File: config.mk
export PLATFORM = sky130hd
export DESIGN_NAME = min_max_scaled_histogram_core_flat
export DESIGN_NICKNAME = d
export VERILOG_FILES = /design/src/design/mmsh_pkg.sv /design/src/design/mmsh_if.sv /design/src/design/mmsh_ram.sv /design/src/design/mmsh_div.sv /design/src/design/min_max_scaled_histogram_core.sv /design/src/flat_wrapper.sv
export SDC_FILE = /design/constraint.sdc
export NUM_CORES = 1
export LEC_CHECK = 0
export BUFFER_PORTS_ARGS = -buffer_cell sky130_fd_sc_hd__clkbuf_2
export CAP_MARGIN = 10
export CORE_UTILIZATION = 35
export DETAILED_ROUTE_END_ITERATION = 8
export GPL_TIMING_DRIVEN = 0
export PLACE_DENSITY = 0.68
export RECOVER_POWER = 100
export SYNTH_ARGS = -nofsm -noshare
export SYNTH_HDL_FRONTEND = slang
export SYNTH_SLANG_ARGS = --single-unit
File: constraint.sdc
create_clock -name i_clk -period 1.4 [get_ports i_clk]
set_input_delay 0.14 -clock i_clk [delete_from_list [all_inputs] [get_ports i_clk]]
set_output_delay 0.14 -clock i_clk [all_outputs]
set_load 0.02 [all_outputs]
File: src/design/mmsh_pkg.sv
// Package: shared constants, codes and types for the min/max scaled histogram.
`timescale 1ns / 1ps
package mmsh_pkg;
    localparam int BINS_DEFAULT       = 100;
    localparam int COUNT_BITS_DEFAULT = 24;
    localparam int SAMPLE_W           = 16;
    localparam int INDEX_W            = 7;
    localparam int OUT_COUNT_W        = 24;
    localparam int SPAN_W             = 17;
    localparam logic signed [SAMPLE_W-1:0] FIXED_NODATA = -16'sd28768;

    typedef enum logic [1:0] {
        F_RANGE = 2'd0,
        F_BIN   = 2'd1,
        F_READ  = 2'd2,
        F_CLEAR = 2'd3
    } t_func;

    typedef struct packed {
        logic [1:0]                 func;
        logic signed [SAMPLE_W-1:0] sample;
        logic [INDEX_W-1:0]         bin_index;
    } t_in_item;

    typedef struct packed {
        logic [OUT_COUNT_W-1:0]     bin_count;
        logic signed [SAMPLE_W-1:0] range_min;
        logic signed [SAMPLE_W-1:0] range_max;
        logic                       counted;
        logic [INDEX_W-1:0]         sample_bin;
    } t_out_item;
endpackage

File: src/design/mmsh_if.sv
// Interface: valid/ready channel carrying one item.
`timescale 1ns / 1ps
interface mmsh_if #(parameter type T = logic) ();
    logic valid;
    logic ready;
    T     data;
    modport source (output valid, output data, input ready);
    modport sink   (input valid, input data, output ready);
endinterface

File: src/design/mmsh_ram.sv
// Generic single-port-write, single-read RAM with registered read data.
`timescale 1ns / 1ps
module mmsh_ram #(
    parameter int WIDTH = 24,
    parameter int DEPTH = 100
) (
    input  logic                     i_clk,
    input  logic                     i_we,
    input  logic [$clog2(DEPTH)-1:0] i_waddr,
    input  logic [WIDTH-1:0]         i_wdata,
    input  logic [$clog2(DEPTH)-1:0] i_raddr,
    output logic [WIDTH-1:0]         o_rdata
);
    logic [WIDTH-1:0] r_mem [DEPTH];
    always_ff @(posedge i_clk) begin
        if (i_we) begin
            r_mem[i_waddr] <= i_wdata;
        end
        o_rdata <= r_mem[i_raddr];
    end
endmodule

File: src/design/mmsh_div.sv
// Restoring divider: quotient of a numerator by a divisor, one bit a cycle.
`timescale 1ns / 1ps
module mmsh_div #(
    parameter int NUM_W = 27,
    parameter int DEN_W = 17
) (
    input  logic             i_clk,
    input  logic             i_rst_n,
    input  logic             i_start,
    input  logic [NUM_W-1:0] i_num,
    input  logic [DEN_W-1:0] i_den,
    output logic             o_done,
    output logic [NUM_W-1:0] o_quot
);
    localparam int CNT_W = $clog2(NUM_W + 1);
    logic [NUM_W-1:0] r_q;
    logic [DEN_W:0]   r_rem;
    logic [DEN_W-1:0] r_den;
    logic [CNT_W-1:0] r_cnt;
    logic             r_busy;
    logic [DEN_W:0]   n_trial;
    logic [DEN_W:0]   n_shift;

    assign n_shift = {r_rem[DEN_W-1:0], r_q[NUM_W-1]};
    assign n_trial = n_shift - {1'b0, r_den};

    always_ff @(posedge i_clk) begin
        if (!i_rst_n) begin
            r_busy <= 1'b0;
            o_done <= 1'b0;
            r_cnt  <= '0;
        end else begin
            o_done <= 1'b0;
            if (i_start) begin
                r_busy <= 1'b1;
                r_q    <= i_num;
                r_rem  <= '0;
                r_den  <= i_den;
                r_cnt  <= CNT_W'(NUM_W);
            end else if (r_busy) begin
                r_q <= {r_q[NUM_W-2:0], !n_trial[DEN_W]};
                r_rem <= n_trial[DEN_W] ? n_shift : n_trial;
                r_cnt <= r_cnt - 1'b1;
                if (r_cnt == CNT_W'(1)) begin
                    r_busy <= 1'b0;
                    o_done <= 1'b1;
                end
            end
        end
    end
    assign o_quot = r_q;
endmodule

File: src/design/min_max_scaled_histogram_core.sv
// Top level: min/max scaled histogram with bin counts in a RAM.
`timescale 1ns / 1ps
// One item at a time. A range-pass item, and a bin-pass sample that is
// dropped, go from accept straight to the result state. A read passes
// through accept, RAM read, capture and result. A counted bin-pass sample
// starts the restoring divider, which forms a quotient of $clog2(BINS+1)+17
// bits one bit a cycle, then reads, modifies and writes the bin RAM. When
// min equals max no divide is run. Clear sweeps the bin RAM one entry a
// cycle. After reset the same sweep clears the RAM before the first item is
// taken; configuration writes are taken throughout. The result sits in an
// output register; the next item is accepted once it has been taken.
module min_max_scaled_histogram_core #(
    parameter int BINS       = mmsh_pkg::BINS_DEFAULT,
    parameter int COUNT_BITS = mmsh_pkg::COUNT_BITS_DEFAULT
) (
    input  logic                              i_clk,
    input  logic                              i_rst_n,
    input  logic                              i_cfg_we,
    input  logic signed [mmsh_pkg::SAMPLE_W-1:0] i_cfg_wdata,
    mmsh_if.sink                              i_in,
    mmsh_if.source                            o_out
);
    localparam int AW    = $clog2(BINS);
    localparam int BW    = $clog2(BINS + 1);
    localparam int NUM_W = BW + mmsh_pkg::SPAN_W;
    localparam logic [COUNT_BITS-1:0] SAT = '1;

    typedef enum logic [2:0] {
        S_SWEEP, S_IDLE, S_DIV, S_RD, S_WR, S_READ, S_OUT
    } t_state;

    t_state r_state;
    logic signed [mmsh_pkg::SAMPLE_W-1:0] r_nodata, r_lo, r_hi, r_smp;
    logic        r_any;
    logic        r_start;
    logic [AW-1:0] r_addr;
    logic [1:0]  r_func;
    logic [mmsh_pkg::INDEX_W-1:0] r_idx;
    mmsh_pkg::t_out_item r_res;

    logic signed [mmsh_pkg::SAMPLE_W-1:0] n_lo, n_hi;
    logic        n_counted;
    logic        ram_we;
    logic [AW-1:0] ram_waddr, ram_raddr;
    logic [COUNT_BITS-1:0] ram_wdata, ram_rdata;
    logic        div_start, div_done;
    logic [NUM_W-1:0] div_num, div_quot;
    logic [mmsh_pkg::SPAN_W-1:0] span, off;
    logic        valid_s, in_range;
    mmsh_pkg::t_in_item in_d;

    assign in_d = i_in.data;
    // A sample is usable when positive and not one of the two no-data codes.
    assign valid_s = (in_d.sample > 0) && (in_d.sample != mmsh_pkg::FIXED_NODATA)
                     && (in_d.sample != r_nodata);
    assign in_range = r_any && (in_d.sample >= r_lo) && (in_d.sample <= r_hi);
    assign span = mmsh_pkg::SPAN_W'(r_hi) - mmsh_pkg::SPAN_W'(r_lo);
    assign off  = mmsh_pkg::SPAN_W'(r_smp) - mmsh_pkg::SPAN_W'(r_lo);
    assign div_num = NUM_W'(BINS) * NUM_W'(off);

    // Range after this item; the first usable sample sets both ends.
    always_comb begin
        n_lo = r_lo;
        n_hi = r_hi;
        if (in_d.func == mmsh_pkg::F_RANGE && valid_s) begin
            if (!r_any || in_d.sample < r_lo) begin
                n_lo = in_d.sample;
            end
            if (!r_any || in_d.sample > r_hi) begin
                n_hi = in_d.sample;
            end
        end
    end
    assign n_counted = valid_s && ((in_d.func == mmsh_pkg::F_RANGE)
                     || (in_d.func == mmsh_pkg::F_BIN && in_range));

    assign i_in.ready = (r_state == S_IDLE);
    assign o_out.valid = (r_state == S_OUT);
    assign o_out.data  = r_res;

    assign ram_raddr = r_addr;
    assign ram_we    = (r_state == S_SWEEP) || (r_state == S_WR);
    assign ram_waddr = r_addr;
    assign ram_wdata = (r_state == S_WR && ram_rdata != SAT) ? ram_rdata + 1'b1
                     : (r_state == S_WR) ? ram_rdata : '0;
    // Pulse the divider once on entry to the divide state; skip it for a zero span.
    assign div_start = r_start && (span != '0);

    mmsh_ram #(.WIDTH(COUNT_BITS), .DEPTH(BINS)) u_ram (
        .i_clk(i_clk), .i_we(ram_we), .i_waddr(ram_waddr), .i_wdata(ram_wdata),
        .i_raddr(ram_raddr), .o_rdata(ram_rdata));

    mmsh_div #(.NUM_W(NUM_W), .DEN_W(mmsh_pkg::SPAN_W)) u_div (
        .i_clk(i_clk), .i_rst_n(i_rst_n), .i_start(div_start), .i_num(div_num),
        .i_den(span), .o_done(div_done), .o_quot(div_quot));

    always_ff @(posedge i_clk) begin
        if (!i_rst_n) begin
            r_state  <= S_SWEEP;
            r_addr   <= '0;
            r_nodata <= mmsh_pkg::FIXED_NODATA;
            r_lo <= '0;
            r_hi <= '0;
            r_any <= 1'b0;
            r_func <= '0;
            r_start <= 1'b0;
        end else begin
            if (i_cfg_we) begin
                r_nodata <= i_cfg_wdata;
            end
            r_start <= (r_state == S_IDLE) && i_in.valid
                       && (in_d.func == mmsh_pkg::F_BIN) && valid_s && in_range;
            case (r_state)
                S_SWEEP: begin
                    if (r_addr == AW'(BINS - 1)) begin
                        r_addr  <= '0;
                        r_state <= (r_func == mmsh_pkg::F_CLEAR) ? S_OUT : S_IDLE;
                    end else begin
                        r_addr <= r_addr + 1'b1;
                    end
                end
                S_IDLE: begin
                    if (i_in.valid) begin
                        r_func <= in_d.func;
                        r_smp  <= in_d.sample;
                        r_idx  <= in_d.bin_index;
                        r_res  <= '{bin_count: '0, range_min: n_lo, range_max: n_hi,
                                   counted: n_counted, sample_bin: '0};
                        case (in_d.func)
                            mmsh_pkg::F_RANGE: begin
                                if (valid_s) begin
                                    r_any <= 1'b1;
                                    r_lo  <= n_lo;
                                    r_hi  <= n_hi;
                                end
                                r_state <= S_OUT;
                            end
                            mmsh_pkg::F_BIN: begin
                                if (valid_s && in_range) begin
                                    r_state <= S_DIV;
                                end else begin
                                    r_state <= S_OUT;
                                end
                            end
                            mmsh_pkg::F_READ: begin
                                r_addr  <= AW'(in_d.bin_index);
                                r_state <= S_RD;
                            end
                            default: begin
                                r_addr  <= '0;
                                r_state <= S_SWEEP;
                            end
                        endcase
                    end
                end
                S_DIV: begin
                    // Span zero means min equals max: bin 0, no divide.
                    if (span == '0) begin
                        r_addr  <= '0;
                        r_state <= S_RD;
                    end else if (div_done) begin
                        // Sample at the maximum folds into the last bin.
                        r_addr  <= (div_quot >= NUM_W'(BINS)) ? AW'(BINS - 1)
                                                              : AW'(div_quot);
                        r_state <= S_RD;
                    end
                end
                S_RD: begin
                    r_state <= (r_func == mmsh_pkg::F_BIN) ? S_WR : S_READ;
                end
                S_WR: begin
                    r_res.sample_bin <= mmsh_pkg::INDEX_W'(r_addr);
                    r_state <= S_OUT;
                end
                S_READ: begin
                    if (BW'(r_idx) < BW'(BINS) && 32'(r_idx) < BINS) begin
                        r_res.bin_count <= mmsh_pkg::OUT_COUNT_W'(ram_rdata);
                    end
                    r_state <= S_OUT;
                end
                S_OUT: begin
                    if (o_out.ready) begin
                        r_state <= S_IDLE;
                    end
                end
                default: r_state <= S_IDLE;
            endcase
        end
    end
endmodule

File: src/flat_wrapper.sv
// flat-port wrapper written by rule: the top's interface ports become plain ports
module min_max_scaled_histogram_core_flat 
#(
    parameter int BINS       = mmsh_pkg::BINS_DEFAULT,
    parameter int COUNT_BITS = mmsh_pkg::COUNT_BITS_DEFAULT
)
  (i_clk, i_rst_n, i_cfg_we, i_cfg_wdata, i_in_valid, i_in_data, i_in_ready, o_out_valid, o_out_data, o_out_ready);
  mmsh_if i_in_i ();
  mmsh_if o_out_i ();
  input  logic i_clk;
  input  logic i_rst_n;
  input  logic i_cfg_we;
  input  logic signed [mmsh_pkg::SAMPLE_W-1:0] i_cfg_wdata;
  input wire logic [$bits(i_in_i.valid)-1:0] i_in_valid;
  input wire logic [$bits(i_in_i.data)-1:0] i_in_data;
  output wire logic [$bits(i_in_i.ready)-1:0] i_in_ready;
  output wire logic [$bits(o_out_i.valid)-1:0] o_out_valid;
  output wire logic [$bits(o_out_i.data)-1:0] o_out_data;
  input wire logic [$bits(o_out_i.ready)-1:0] o_out_ready;
  assign i_in_i.valid = i_in_valid;
  assign i_in_i.data = i_in_data;
  assign i_in_ready = i_in_i.ready;
  assign o_out_valid = o_out_i.valid;
  assign o_out_data = o_out_i.data;
  assign o_out_i.ready = o_out_ready;
  min_max_scaled_histogram_core #(.BINS(BINS), .COUNT_BITS(COUNT_BITS)) u_core (.i_clk(i_clk), .i_rst_n(i_rst_n), .i_cfg_we(i_cfg_we), .i_cfg_wdata(i_cfg_wdata), .i_in(i_in_i), .o_out(o_out_i));
endmodule
# Word-level counts from Yosys, hierarchy flattened

Cells that the tools add are included.

Add/subtract/negate cells: 1
Eq/ne operators: 10
Muxes and demuxes: 8
Reduce and logical (&&, ||, !) cells: 6

Operators with widths:

| operator                                                                 | count |
|---|---|
| 3-bit one-hot mux with 6 select lines                                    | 1 |
| 7-bit one-hot mux with 2 select lines                                    | 1 |
| 3-bit == test (second input constant)                                    | 3 |
| 3-bit 2-to-1 mux                                                         | 3 |
| 7-bit by 1-bit adder with 7-bit output (second input constant)           | 1 |
| 7-bit == test (second input constant)                                    | 1 |
| 7-bit 2-to-1 mux                                                         | 1 |
| 3-bit by 2-bit == test with 1-bit output (second input constant)         | 2 |
| 3-bit AND reduction                                                      | 2 |
| 2-bit inequality test (second input constant)                            | 2 |
| 2-bit nonzero test                                                       | 2 |
| 3-bit by 1-bit == test with 1-bit output (second input constant)         | 1 |
| 3-bit zero test                                                          | 1 |
| 2-bit by 1-bit inequality test with 1-bit output (second input constant) | 1 |
| 1-bit one-hot mux with 2 select lines                                    | 1 |
| 2-bit OR reduction                                                       | 1 |
| 1-bit 2-to-1 mux                                                         | 1 |

Bits in registers: 11
Output and inout bits: 3

# Logic depth before layout (Yosys ltp)

Gate-level depths: netlist of the first run.

Depth in word-level cells: 3
Gate-level depth with buffers: 5
Depth with buffers taken out: 5

# Worst setup path before layout of the first run

Ideal clock, no wire load.

Kind: flip-flop to flip-flop
Start point: reg u_core.r_addr[0]
End point: reg u_core.r_state[0]
Data arrival time: 1339 ps
Setup slack: -58 ps
Stages on the path, launching flop included: 6
Buffers on the path: 0
Clock period less this slack: 1458 ps
Cell sequence: dfxtp_1 ha_1 nor2b_1 a41oi_1 a31oi_1 o221a_1

Cells in the longest elaborated chain, start to end: 3

Ends and longest elaborated chain:

| item                                   | line                                 | source |
|---|---|---|
| start, declared                        | min_max_scaled_histogram_core.sv:36  | `logic [AW-1:0] r_addr;` |
| start signal, assigned                 | min_max_scaled_histogram_core.sv:119 | `r_addr <= r_addr + 1'b1;` |
| start signal, assigned                 | min_max_scaled_histogram_core.sv:146 | `r_addr <= AW'(in_d.bin_index);` |
| start signal, assigned                 | min_max_scaled_histogram_core.sv:163 | `r_addr <= (div_quot >= NUM_W'(BINS)) ? AW'(BINS - 1)` |
| 7-bit == test                          | min_max_scaled_histogram_core.sv:115 | `if (r_addr == AW'(BINS - 1)) begin` |
| 2-bit inequality test (no source line) | --                                   |  |
| 3-bit AND reduction (no source line)   | --                                   |  |
| end signal, assigned                   | min_max_scaled_histogram_core.sv:117 | `r_state <= (r_func == mmsh_pkg::F_CLEAR) ? S_OUT : S_IDLE;` |
| end signal, assigned                   | min_max_scaled_histogram_core.sv:169 | `r_state <= (r_func == mmsh_pkg::F_BIN) ? S_WR : S_READ;` |
| end, declared                          | min_max_scaled_histogram_core.sv:32  | `t_state r_state;` |

Every way passes these cells.
A chain may end at the register's enable or synchronous reset.

# Worst setup path in the final report of the first run

Start point: reg u_core.r_state[0]
End point: reg u_core.r_addr[5]

Cells in the longest elaborated chain, start to end: 2

Ends and longest elaborated chain:

| item |
|---|
| 3-bit by 2-bit == test with 1-bit output or 3-bit zero test (tied branches) |
| 7-bit one-hot mux with 2 select lines or 2-bit nonzero test (tied branches) |

Several ways; a longest one is shown, not always the timed one.

==> reports/qor.csv, run 1 <==
metric,value,unit
outcome,completed,
crit_slowest_cell,or4_1,
synth_edf_count,1,
syn-num-nets,96,
synth_top_area_cell,dfxtp_1,
start_kind,register,
drt_iter0_drc,12,
via_count,588,
synth_cell_types,31,
grt_usage,0.150,
arrival,1.57,ns
wl_per_cell,13.7,microns
fin_area,779,sq um
place.gp.congestion,0.736,
synth_fa_ha_area_frac,0.0214,
p_leak,0.000293,uW
die_y,42.9,microns
hold_path_depth,2,
placed_area,643,sq um
setup_viol,0,
crit_path_cell_trace,"or2_1, buf_6, or4_1, a31oi_1",
muxShareOfSynthArea,0.0192,
core,1540,sq um
register_area,246,sq um
r2r_cells,4,
slew_viol_final,0,
tightest_slew,0.386,ns
syn_area,586,sq um
crit_type,register to register,
antenna_found_initial,0,
r2r_slack,0.02,ns
fmax,0.727,GHz
path_max_fanout,7,
drtPass1Iterations,5,
fin_tns_setup,0,ns
initial_core_util,0.380,
hold_buffers,0,
cp_top_family,simple AND/OR/NAND/NOR gates,
synth_top_family_by_area,simple AND/OR/NAND/NOR gates,
numCtsBuffers,3,
finalHoldViolCount,0,
synthCells,73,
fin_crit,1.38,ns
synthXorXnorAreaFrac,0,
cts_max_level,1,
synthTopCellsByArea,"dfxtp_1, a21oi_1, nand3_1, edfxtp_1, nor2_1",
rows,14,
period_share,0.983,
crit_buf_inv,1,
clk_latency,0.27,ns
yosys-top-cells-count,"dfxtp_1, nor2_1, nand2_1",
peakVddDrop,0.617,mV
area_growth,33.1,%
port_buffers,6,
cts-root-buf,clkbuf_4,
nNetsFinal,113,
n_antenna_cell,0,
clk_pin_slew,0.08,ns
wirelength,1440,microns
drcViolationCount,0,
yosysTopAreaCellShare,0.342,
ys.warnings.count,0,
max_stage_delay,0.40,ns
async_flop_share,0,
ant_nets,0,
grt_first_pass_wirelength,2060,microns
rsz0062_at_grt,yes,
via_per_inst,5.60,
end_kind,register,
synth-main-ff-cell,dfxtp_1,
critPathRequiredTime,1.59,ns
instances_no_fill,105,
avgSynthCellArea,8.02,sq um
cts_buffer_depth,2,
hp-start,i_rst_n,
synth_seq_cells,11,
synth.most_common_cell,dfxtp_1,
grt_max_degree,11,
timing.rr.end,u_core.r_addr[5],
drv_cap,0,
min_path_type,input port to register,
grt_overflow,0,
fillers,146,
cts.sink_count,11,
clock_skew,0.00516,ns
dieArea,1840,sq um
io_pins,25,
yosys.area_share.simple,0.316,
r2r_start,u_core.r_state[0],
min_to,u_core.r_state[0],
dieWidth,42.9,microns
p_per_area,1090,nW/um^2
multi_input_area,383,sq um
hpwl,881,microns
drive_gt1_frac,0.337,
cts_tree,yes,
place_inst,95,
synth_compound_area_frac,0.205,
slew_headroom,0.742,
synth-seq-area-share,0.393,
grt_pass1_vias,458,
[report_power, final]
group | internal (uW) | leakage [uW] | total (uW) | switching, uW
clock network | 110 | 0.0000150 | 221 | 111
logic | 112 | 0.000186 | 229 | 117
registers | 355 | 0.0000928 | 396 | 41.0
total | 578 | 0.000293 | 847 | 269
[cells in the final DEF (no fill, tap or decap), types with 2 or more instances in the layout]
master | synthesis | layout
clkbuf_4 | 0 | 3
clkbuf_2 | 0 | 5
dfxtp_1 | 10 | 5
clkbuf_1 | 1 | 2
nand4_1 | 2 | 2
and3_4 | 0 | 2
o21ai_0 | 4 | 4
nand3_1 | 6 | 5
a31oi_1 | 3 | 3
nor2_1 | 8 | 8
inv_1 | 2 | 2
dfxtp_4 | 0 | 4
a21oi_1 | 6 | 6
nand2_1 | 7 | 7
buf_4 | 0 | 7
[layout make-up]
type | count | area share
buffer | 2 | 0.0241
clock buffer | 4 | 0.0337
inverter | 3 | 0.0144
multi-input combinational | 57 | 0.491
sequential | 11 | 0.316
tap | 16 | 0.0257
timing repair buffer | 12 | 0.0947
[cell families (layout without fill, tap and decap cells)]
logic type	count (synthesis)	in the layout
mux	1	1
compound gates	19	19
flops	11	11
fa+ha+maj	1	1
buf+inv	5	21
simple gates	36	36
[per-stage QoR]
| stage | setup slack [ns] | total power [uW] | utilization | hold slack [ns] |
|---|---|---|---|---|
| after floorplan | 0.0270 | 514 | - | 0.279 |
| after global placement | -0.107 | 556 | 0.417 | 0.450 |
| after detailed placement | -0.119 | 560 | 0.417 | 0.449 |
| after CTS | 0.00320 | 794 | 0.458 | 0.157 |
| after global routing | -0.0269 | 896 | 0.506 | 0.167 |
| final | 0.0245 | 847 | 0.506 | 0.164 |
[repair_timing]
item,CTS,global route
setup endpoints to repair,7,7
pin swaps,2,3
setup buffers,2,4
gates resized for setup,7,14
[how the worst max path moves through the flow]
stage / start / endpoint / slack [ns] / cells past startpoint
after detailed placement: u_core.r_addr[0] / u_core.r_state[0] / -0.12 / 5
after floorplan: u_core.r_state[2] / u_core.r_addr[5] / 0.03 / 4
after global placement: u_core.r_addr[0] / u_core.r_state[0] / -0.11 / 5
after CTS: u_core.r_state[2] / u_core.r_addr[5] / 0.003 / 4
final: u_core.r_state[0] / u_core.r_addr[5] / 0.02 / 4
after global routing: u_core.r_addr[2] / u_core.r_addr[5] / -0.03 / 4
[layer usage]
layer / up-vias / routed length (microns) / track usage
met4: 0 / 39 / 0.0875
li1: 301 / - / -
met1: 267 / 666 / 0.220
met5: - / 0 / 0
met3: 4 / 43 / 0.0255
met2: 16 / 689 / 0.200
[sequential cells by signal (all words and copies together), names as in the netlist]
name               flops
u_core.o_out.data      1
u_core.r_addr          7
u_core.r_state         3
No activity file was read; power rests on OpenSTA's default activity.
==> run 2: changes to the inputs <==
ABC_AREA = 1   (was unset)
PLACE_DENSITY = 0.67   (was 0.68)
==> run 2 against run 1 <==
The flow now finishes with violations (DRC). Count of clock-buffer cells in the layout is the same. Setup slack improved by 0.10 ns. Sequential cell count unchanged. Largest cell class unchanged.
==> reports/qor.csv, run 2 <==
metric,value,unit,change
power,597,uW,was 847 uW
drv_cap,0,,unchanged
fillers,187,,was 146
grt_first_pass_wirelength,2070,microns,was 2060 microns
synth_edf_count,1,,unchanged
synthTopCellsByArea,"dfxtp_1, nand3_1, nand2_1, a21oi_1, inv_1",,"was dfxtp_1, a21oi_1, nand3_1, edfxtp_1, nor2_1"
cts.sink_count,11,,unchanged
fmax,0.784,GHz,was 0.727 GHz
fin_area,723,sq um,was 779 sq um
clk_latency,0.28,ns,was 0.27 ns
largest_reg_flops,7,,unchanged
post_cts_buffers,0,,was 2
grt_overflow,0,,unchanged
n_antenna_cell,0,,unchanged
setup_viol,0,,unchanged
dieWidth,44.9,microns,was 42.9 microns
syn_area,643,sq um,was 586 sq um
drcViolationCount,3,,was 0
clk_pin_slew,0.08,ns,about the same
synth_seq_cells,11,,unchanged
port_buffers,6,,unchanged
start_kind,register,,unchanged
finalHoldViolCount,0,,unchanged
area_growth,12.5,%,was 33.1%
cts_buffer_depth,2,,unchanged
synth-main-ff-cell,dfxtp_1,,unchanged
layout.cells.most_common,nand2_1,,was nor2_1
crit_slowest_cell,dfxtp_1,,was or4_1
io_pins,25,,unchanged
grt_pass1_vias,506,,was 458
dieArea,2010,sq um,was 1840 sq um
pre_cts_slack,0.186,ns,was -0.119 ns
cts_max_level,1,,unchanged
outcome,finished with violations,,was completed
path_max_fanout,5,,was 7
core,1730,sq um,was 1540 sq um
end_kind,output pin,,was register
grt_usage,0.142,,was 0.150
via_per_inst,4.85,,was 5.60
crit_path_cell_trace,"inv_1, nand3_2, inv_1, clkbuf_2",,"was or2_1, buf_6, or4_1, a31oi_1"
peakVddDrop,0.357,mV,was 0.617 mV
crit_type,register to output pin,,was register to register
synth.most_common_cell,nand2_1,,was dfxtp_1
cts-root-buf,clkbuf_4,,unchanged
yosys-top-cells-count,"nand2_1, nand3_1, a21oi_1, dfxtp_1, inv_1",,"was dfxtp_1, nor2_1, nand2_1"
min_path_type,input port to register,,unchanged
placed_area,704,sq um,was 643 sq um
p_per_area,825,nW/um^2,was 1090 nW/um^2
place.gp.congestion,0.774,,was 0.736
slew_viol_final,0,,unchanged
initial_core_util,0.372,,was 0.380
drtPass1Iterations,6,,was 5
async_flop_share,0,,unchanged
ant_nets,0,,unchanged
wirelength,1210,microns,was 1440 microns
p_leak,0.000286,uW,was 0.000293 uW
via_count,592,,was 588
nNetsFinal,121,,was 113
synth_cell_types,21,,was 31
layout_common_cells,"nand2_1, nand3_1, inv_1, a21oi_1, dfxtp_1",,"was nor2_1, buf_4, nand2_1, a21oi_1"
hpwl,885,microns,was 881 microns
cp_top_family,buffers and inverters,,was simple AND/OR/NAND/NOR gates
cp_common_cell,inv_1,,
syn-num-nets,110,,was 96
period_share,0.911,,was 0.983
max_stage_delay,0.34,ns,was 0.40 ns
grt_max_degree,10,,was 11
cts_tree,yes,,unchanged
register_area,230,sq um,was 246 sq um
ctsResizeCount,0,,was 7
wl_per_cell,9.95,microns,was 13.7 microns
fin_crit,1.28,ns,was 1.38 ns
numCtsBuffers,3,,unchanged
drive_gt1_frac,0.175,,was 0.337
yosysTopAreaCellShare,0.311,,was 0.342
clock_skew,0.00411,ns,was 0.00516 ns
rsz0062_at_grt,no,,was yes
hold_buffers,0,,unchanged
rows,15,,was 14
synth-seq-area-share,0.358,,was 0.393
die_y,44.9,microns,was 42.9 microns
post-route-worst-setup-slack,0.124,ns,was 0.0245 ns
antenna_found_initial,0,,unchanged
drt_iter0_drc,20,,was 12
synthCells,87,,was 73
synth_top_area_cell,dfxtp_1,,unchanged
tightest_slew,0.267,ns,was 0.386 ns
multi_input_area,355,sq um,was 383 sq um
avgSynthCellArea,7.39,sq um,was 8.02 sq um
arrival,1.14,ns,was 1.57 ns
fin_tns_setup,0,ns,unchanged
largest-register,u_core.r_addr,,unchanged
critPathRequiredTime,1.26,ns,was 1.59 ns
ys.warnings.count,0,,unchanged
crit_buf_inv,3,,was 1
slew_headroom,0.822,,was 0.742
violations,DRC,,
-- run 2: cell types whose count changed after synthesis, moves of 2 or more --
cell	change
nand3_1	+6
nor2_4	+2
a21oi_1	+4
nand2_4	+2
and3_1	-3
a31oi_1	-3
nor2_1	-2
inv_1	+7
nand2_1	+9
nor2b_1	-2
o21ai_0	+2
-- run 2: cell type report --
cell class	count	area share
Inverter	11	0.0571
Multi-Input combinational cell	64	0.491
Buffer	1	0.0156
Timing Repair Buffer	6	0.0381
Tap cell	25	0.0433
Clock buffer	4	0.0363
Sequential cell	11	0.318
-- run 2: power by group --
part	total, uW	internal [uW]	leakage, uW	switching (uW)
clock network	231	111	0.0000150	121
registers	331	324	0.0000912	6.27
logic	34.8	14.6	0.000180	20.2
-- run 2: final timing paths --
check                       to  depth (start not counted)         startpoint  slack, ns
max                 i_in_ready                          4  u_core.r_state[2]       0.12
max reg2reg  u_core.r_state[1]                          6  u_core.r_state[0]       0.16
min reg2reg   u_core.r_addr[6]                          2   u_core.r_addr[6]       0.50
min           u_core.r_addr[0]                          3            i_rst_n       0.14
-- run 2: tightest hold or removal path, cell delays in order --
cell and delay (ns):
clkbuf_2 0.11, o21ai_0 0.08, a21oi_1 0.04
-- run 2: routing by layer --
| layer | part of all wire | global-route usage | up-vias |
|---|---|---|---|
| met3 | 0.019 | 0.0240 | 5 |
| met5 | 0 | 0 | - |
| li1 | - | - | 312 |
| met2 | 0.46 | 0.197 | 10 |
| met4 | 0.031 | 0.109 | 0 |
| met1 | 0.49 | 0.196 | 265 |
-- run 2: per-stage QoR --
stage | util | instances | hold WS [ns]
2_1_floorplan | - | 87 | 0.278
3_3_place_gp | 0.408 | 118 | 0.421
3_5_place_dp | 0.408 | 118 | 0.424
4_1_cts | 0.423 | 122 | 0.126
5_1_grt | 0.419 | 122 | 0.141
6_report | 0.419 | 122 | 0.143
-- run 2: logic make-up (layout without fill, tap and decap cells) --
| group | after synthesis | count (layout) | share of synthesized area |
|---|---|---|---|
| DFF | 11 | 11 | 0.358 |
| AOI/OAI and AO/OA | 17 | 17 | 0.136 |
| adders and majority gates | 1 | 1 | 0.0195 |
| buffers and inverters | 12 | 22 | 0.0817 |
| and+or+nand+nor | 45 | 45 | 0.391 |
| xor gates and xnor gates | 1 | 1 | 0.0136 |
==> run 3: changes to the inputs <==
PLACE_DENSITY = 0.65   (was 0.67)
clock period = 1.29 ns   (was 1.4 ns; I/O delays follow)
==> run 3 against run 2 <==
The flow now finishes without violations. Cell count is the same. Register-to-register slack lost 0.09 ns. First-iteration DRC count shrank 45%. Sequential power grew 9.7%. Global-route usage shrank 0.80 points.
==> reports/qor.csv, run 3 (synthesis results as in run 2) <==
metric,value,unit,change
clock_skew,0.00338,ns,was 0.00411 ns
ant_nets,0,,unchanged
cp_top_family,flip-flops,,was buffers and inverters
drt_iter0_drc,11,,was 20
grt_first_pass_wirelength,1970,microns,was 2070 microns
clk_latency,0.27,ns,was 0.28 ns
drive_gt1_frac,0.227,,was 0.175
combinationalPowerShare,0.067,,was 0.058
hold_path_depth,3,,unchanged
layout.cells.most_common,nand2_1,,unchanged
start_kind,register,,unchanged
io_pins,25,,unchanged
grt_overflow,0,,unchanged
max_stage_delay,0.43,ns,was 0.34 ns
end_kind,register,,was output pin
p_sw,155,uW,was 147 uW
r2r_slack,0.07,ns,was 0.16 ns
r2r_cells,6,,unchanged
hold_buffers,0,,unchanged
critPathRequiredTime,1.50,ns,was 1.26 ns
timing.rr.end,u_core.r_state[0],,was u_core.r_state[1]
finalHoldViolCount,0,,unchanged
r2r_start,u_core.r_addr[1],,was u_core.r_state[0]
grt_pass1_vias,484,,was 506
cts_max_level,1,,unchanged
drcViolationCount,0,,was 3
crit_buf_inv,0,,was 3
outcome,completed,,was finished with violations
p_per_area,876,nW/um^2,was 825 nW/um^2
switching_share,0.240,,was 0.246
crit_slowest_cell,dfxtp_1,,unchanged
largest-register,u_core.r_addr,,unchanged
period_share,0.950,,
core,1730,sq um,unchanged
rows,15,,unchanged
drv_cap,0,,unchanged
slew_headroom,0.814,,was 0.822
dieWidth,44.9,microns,unchanged
n_antenna_cell,0,,unchanged
numCtsBuffers,3,,unchanged
cts_tree,yes,,unchanged
fmax,0.816,GHz,
wl_per_cell,10.6,microns,was 9.95 microns
via_per_inst,4.93,,was 4.85
slew_viol_final,0,,unchanged
cts-root-buf,clkbuf_4,,unchanged
grt_max_degree,10,,unchanged
p_int,492,uW,was 450 uW
dieArea,2010,sq um,unchanged
wirelength,1300,microns,was 1210 microns
layout_common_cells,"nand2_1, nand3_1, a21oi_1, dfxtp_1, inv_1",,"was nand2_1, nand3_1, inv_1, a21oi_1, dfxtp_1"
pwr-share-clk,0.372,,was 0.388
post_cts_buffers,0,,unchanged
arrival,1.43,ns,was 1.14 ns
min_to,u_core.r_addr[0],,unchanged
p_seq_frac,0.561,,was 0.554
initial_core_util,0.372,,unchanged
cts.sink_count,11,,unchanged
min_path_type,input port to register,,unchanged
area_growth,14.8,%,was 12.5%
nNetsFinal,121,,unchanged
post-route-worst-setup-slack,0.0650,ns,was 0.124 ns
hpwl,965,microns,was 885 microns
ctsResizeCount,0,,unchanged
crit_path_cell_trace,"ha_4, nand2_1, nand3b_4, nand2_4, nand3_1, a21oi_1",,"was inv_1, nand3_2, inv_1, clkbuf_2"
peakVddDrop,0.341,mV,was 0.357 mV
setup_viol,0,,unchanged
drtPass1Iterations,4,,was 6
die_y,44.9,microns,unchanged
tightest_slew,0.279,ns,was 0.267 ns
hp-start,i_rst_n,,unchanged
grt_usage,0.134,,was 0.142
antenna_found_initial,0,,unchanged
port_buffers,6,,unchanged
cts_buffer_depth,2,,unchanged
clk_pin_slew,0.07,ns,was 0.08 ns
via_count,602,,was 592
path_max_fanout,5,,unchanged
crit_type,register to register,,was register to output pin
place.gp.congestion,0.829,,was 0.774
hold_ws,0.140,ns,was 0.143 ns
p_leak,0.000290,uW,was 0.000286 uW
largest_reg_flops,7,,unchanged
fin_crit,1.22,ns,
pre_cts_slack,0.0448,ns,was 0.186 ns
[run 3: cell types whose count changed in the layout (fill, tap and decap cells not counted)]
| cell | change |
|---|---|
| inv_1 | -2 |
| inv_2 | +2 |
| clkbuf_1 | -1 |
| clkbuf_2 | +1 |
| dfxtp_1 | -1 |
| dfxtp_2 | +1 |
| ha_1 | -1 |
| ha_4 | +1 |
[run 3: power by group through the flow]
stage / clock (uW) / combinational (uW) / sequential (uW)
floorplan: 0 / 26.6 / 365
global placement: 0 / 38.4 / 366
detailed placement: 0 / 38.8 / 367
CTS: 246 / 39.0 / 359
global route: 263 / 48.9 / 364
finish: 240 / 43.6 / 363
[run 3: per-stage QoR]
stage / util / setup TNS, ns / total power, uW / instances / instance area (sq um)
floorplan: - / 0 / 392 / 87 / 643
global placement: 0.408 / 0 / 405 / 118 / 704
detailed placement: 0.408 / 0 / 406 / 118 / 704
CTS: 0.423 / 0 / 644 / 122 / 731
global route: 0.428 / -0.0102 / 675 / 122 / 738
finish: 0.428 / 0 / 647 / 122 / 738
[run 3: area by class of cell]
cell class / count / area (sq um)
Timing Repair Buffer: 6 / 28.8
Inverter: 11 / 41.3
Fill cell: 193 / 988
Tap cell: 25 / 31.3
Multi-Input combinational cell: 64 / 368
Buffer: 1 / 11.3
Clock buffer: 4 / 26.3
Sequential cell: 11 / 231
[run 3: worst max path at each step]
stage                           start                 to  slack, ns  cells past startpoint
detailed placement  u_core.r_state[1]  u_core.o_out.data       0.04                      4
global placement     u_core.r_addr[1]  u_core.r_state[0]       0.07                      6
CTS                 u_core.r_state[2]         i_in_ready       0.02                      4
finish               u_core.r_addr[1]  u_core.r_state[0]       0.07                      6
floorplan           u_core.r_state[1]  u_core.o_out.data       0.16                      4
global route         u_core.r_addr[1]  u_core.r_state[2]      -0.01                      6
[run 3: per-layer routing]
| metal | track usage | vias up | share of wire |
|---|---|---|---|
| met2 | 0.212 | 13 | 0.49 |
| met4 | 0.0727 | 0 | 0.015 |
| met1 | 0.174 | 270 | 0.48 |
| met3 | 0.0240 | 4 | 0.021 |
| met5 | 0 | - | 0 |
| li1 | - | 315 | - |
[run 3: worst register-to-register path: stages (launching register included)]
cell      delay [ns]
dfxtp_1         0.43
ha_4            0.19
nand2_1         0.06
nand3b_4        0.19
nand2_4         0.09
nand3_1         0.08
a21oi_1         0.12
